$ cat src/tgs_ram.sv
// Single-port RAM with registered read.
module tgs_ram #(
  parameter int WIDTH = 8,
  parameter int DEPTH = 16
) (
  input  logic                     clk,
  input  logic [$clog2(DEPTH)-1:0] addr,
  input  logic                     we,
  input  logic [WIDTH-1:0]         wdata,
  output logic [WIDTH-1:0]         rdata
);
  logic [WIDTH-1:0] mem [DEPTH];

  always_ff @(posedge clk) begin
    if (we) begin
      mem[addr] <= wdata;
    end
    rdata <= mem[addr];
  end
endmodule

$ cat config.mk
export PLATFORM = sky130hd
export DESIGN_NAME = tgs_ram
export DESIGN_NICKNAME = d
export VERILOG_FILES = /design/src/tgs_ram.sv
export SDC_FILE = /design/constraint.sdc
export NUM_CORES = 1
export LEC_CHECK = 0
export ABC_CLOCK_PERIOD_IN_PS = 2600
export BUFFER_PORTS_ARGS = -buffer_cell sky130_fd_sc_hd__clkbuf_2
export CAP_MARGIN = 20
export CORE_ASPECT_RATIO = 1.25
export CORE_MARGIN = 2
export CORE_UTILIZATION = 47
export DETAILED_ROUTE_END_ITERATION = 8
export SYNTH_ARGS = -nofsm -noshare
export SYNTH_HDL_FRONTEND = slang
export SYNTH_SLANG_ARGS = --single-unit
$ cat constraint.sdc
create_clock -name clk -period 2.6 [get_ports clk]
set_clock_uncertainty 0.15 [all_clocks]
set_input_delay 0.52 -clock clk [delete_from_list [all_inputs] [get_ports clk]]
set_output_delay 0.52 -clock clk [all_outputs]
set_load 0.1 [all_outputs]
# Yosys cells after proc, flatten, opt, wreduce, memory -nomap -nowiden
# Memories as Yosys holds them, arrays and structs flattened. A register that Yosys moved wholly into a read port is not among the register bits.
# Cells that the tools add are included.
[classes] multipliers=0 div=0 addsub=0 n_lt_le_gt_ge=0 bitwise_logic=0 reduce_logical=0 mux=2 n_eq_ne=0 shifts=0
[op_table] cell="$mux 1" n=2
[totals] in_bits=14 romBits=0 register_bits=0 latch_bits=0 memories=1 ram_bits=128
[mem_list] name="mem" depth=16 word_bits=8 read_ports=1 rd_ports_with_merged_regs=1 wr=1 line="12" rtl="logic [WIDTH-1:0] mem [DEPTH];"

# Depth between registers and ports, before layout
[logic_depth] ltp_word=2 ltp_mapped=5 mapped_depth_nobuf=3

# Least setup slack after synthesis
# No wires, ideal clock.
[synth_timing] path_type="input -> register" start="in addr[2]" end="mem mem[0][0], enable pin" required_ns=2.067 arrival_time_ns=1.630 path_buffers=0 path_slack_ns=0.437 stages=2 cell_sequence="or3b_2 -> nor3_1"
[synth_lines] element="start: declaration" line="7" rtl="input logic [$clog2(DEPTH)-1:0] addr,"
[synth_lines] element="end: declaration" line="12"
# Straight into the memory's write port.

# Final worst setup path
[layout_timing] start="reg rdata[7], read port of mem" end="out rdata[7]"
[layout_lines] element="start: declaration" line="10" rtl="output logic [WIDTH-1:0] rdata"
# No word-level cell between the ends.

==> metrics <==
Post-DRT Antenna Nets 0; period utilization 0.721; Leakage 0.00206 uW; Worst-path clk slew 0.06 ns; status complete, no violations; RR Startpoint mem[3][1]; Min Clock Period, post-route 1.87 ns; number of top-level pins 22; max-slew violations 0; drt drc 0; worst hold stages 1; fillers 759; RSZ-0062 raised after global routing no; vias in the first global route 2483; worst-path fanout max 1; reg-to-reg setup timing slack 1.11 ns; crit path cell chain clkbuf_2; worst path arrival time 1.20 ns; largest net degree at the start of global routing 40; post-route cell area 6140 um2; kind of cell adding the most delay to the critical path buffers and inverters; Avg WL per Cell 20.7 um; die width 96.9 um; hold buffers post-CTS 0; Avg Inst Size Synth 22.0 um2; Post-CTS Resized 0; crit path from rdata[7]; CP required 1.93 ns; Antenna Cells 0; slowest cell on the critical path clkbuf_2; GP Congestion 0.711; Mapped Area 5070 um2; HPWL Detailed 5.75 mm; Slew HR 0.552; Max-Cap Viols 0; post-synthesis register bit count 136; Cells after DPL 391; area of the multi-input gates 1000 um2; H-tree levels 4; worst vdd rail ir drop 0.409 mV; vias per cell 5.48; Crit. End Element primary output; sequential cell area 4000 um2; worst-margin pin slew 0.671 ns; largest stage delay on the critical path 0.46 ns; Root Buffer clkbuf_16; YS warnings 0; min-delay src wdata[0]; Min Hold Slack 0.383 ns; crit path kind flip-flop to primary output; FF-to-FF End rdata[1]; PortBufs 21; Die Area 11600 um2; first-pass GRT wire length 13.9 mm; FMAX 534 MHz; CTS tree built; Vias 2320; post-route insts no fill 423; die height 120 um; final setup fails 0; initial antenna violation count 0; hold crit path type input port to flip-flop; clk buf depth 2; Reg2Reg Depth 3; # rows 42; clock insertion delay at the later pin of the skew report 0.41 ns; Clock Sinks 136; sequential cell area fraction in the yosys report 0.790; drt first pass iters 4; Final Hold Fails 0; post-synth net total 244; synth unique cells 18; TritonCTS Buffers 17; worst setup margin 0.727 ns; Worst Hold Path EP mem[9][0]; pwr/cell area 906 nW/um2; Initial Util 0.480; Bufs and invs on worst path 1; layout cells sized above 1 0.361; Setup TNS 0 ns; fin nets 292; GRT Overall Usage 0.167; area delta synth->final 21.2%; Startpoint Class flip-flop; WL final 8.77 mm; core area 10600 um2; First DRT Iteration DRCs 172; grt ovf 0; DP Area 5450 um2; Cells after Synth 230; pre-CTS setup slack 0.472 ns; setup bufs post-CTS 0
layout make-up:
| type | count | area share |
|---|---|---|
| clock buffers | 17 | 0.0692 |
| multi-input cells | 83 | 0.163 |
| flip-flops and latches | 136 | 0.652 |
| repair buffers | 40 | 0.0444 |
| clock inverters | 15 | 0.0444 |
| well taps | 132 | 0.0269 |
per-stage QoR:
stage	power [uW]	util
global placement	2830	0.516
floorplan	2740	-
CTS	5610	0.582
detailed placement	2840	0.516
global route	5730	0.582
finish	5570	0.582
flip-flops by register name, indices dropped and copies added, names as in the netlist:
| name | flops |
|---|---|
| rdata | 8 |
| mem | 128 |
synth_stat cells, drive strengths merged:
cell | instances | area share
a22oi | 16 | 0.024
nand2 | 9 | 0.0067
dfxtp | 8 | 0.032
mux4 | 32 | 0.14
nand3 | 1 | 0.00099
nor3 | 4 | 0.0040
and2 | 1 | 0.0012
buf | 8 | 0.0094
nor2 | 13 | 0.0096
nand3b | 2 | 0.0030
clkbuf | 3 | 0.0025
edfxtp | 128 | 0.76
nand2b | 2 | 0.0025
or3b | 1 | 0.0017
nor2b | 2 | 0.0025
where the power goes:
group	total (uW)	internal [uW]	switching, uW	leakage (uW)
Combinational	324	97.0	227	0.000507
Clock	2780	1900	878	0.000330
Sequential	2470	2450	13.4	0.00122
layer usage:
layer	vias to the layer above	GRT usage	share of wire
li1	1060	-	-
met5	-	0	0
met1	1197	0.202	0.40
met2	52	0.282	0.54
met4	0	0.0687	0.015
met3	11	0.0472	0.045
placed cells by master, fill, tap and decap left out, drive strengths merged:
cell type	synthesis	routed
nor2b	2	2
nand3	1	1
edfxtp	128	128
nand3b	2	2
clkinvlp	0	3
nor3	4	4
bufinv	0	7
nor2	13	13
clkinv	0	3
and2	1	1
mux4	32	32
clkbuf	3	38
or3b	1	1
dfxtp	8	8
inv	0	2
nand2b	2	2
buf	8	19
nand2	9	9
a22oi	16	16
how the worst max path moves through the flow:
stage | depth (start not counted) | end | slack, ns
final | 1 | rdata[7] | 0.73
after global routing | 1 | rdata[7] | 0.67
after CTS | 1 | rdata[7] | 0.70
after detailed placement | 5 | rdata[3] | 0.47
after global placement | 5 | rdata[0] | 0.49
after floorplan | 2 | mem[0][0] | 0.44
cells by family after synthesis:
family	share of synthesized area
simple gates	0.0321
mux	0.142
compound gates	0.0237
buf+inv	0.0119
flops	0.790
Note: power is estimated with default switching activity, not from simulation.
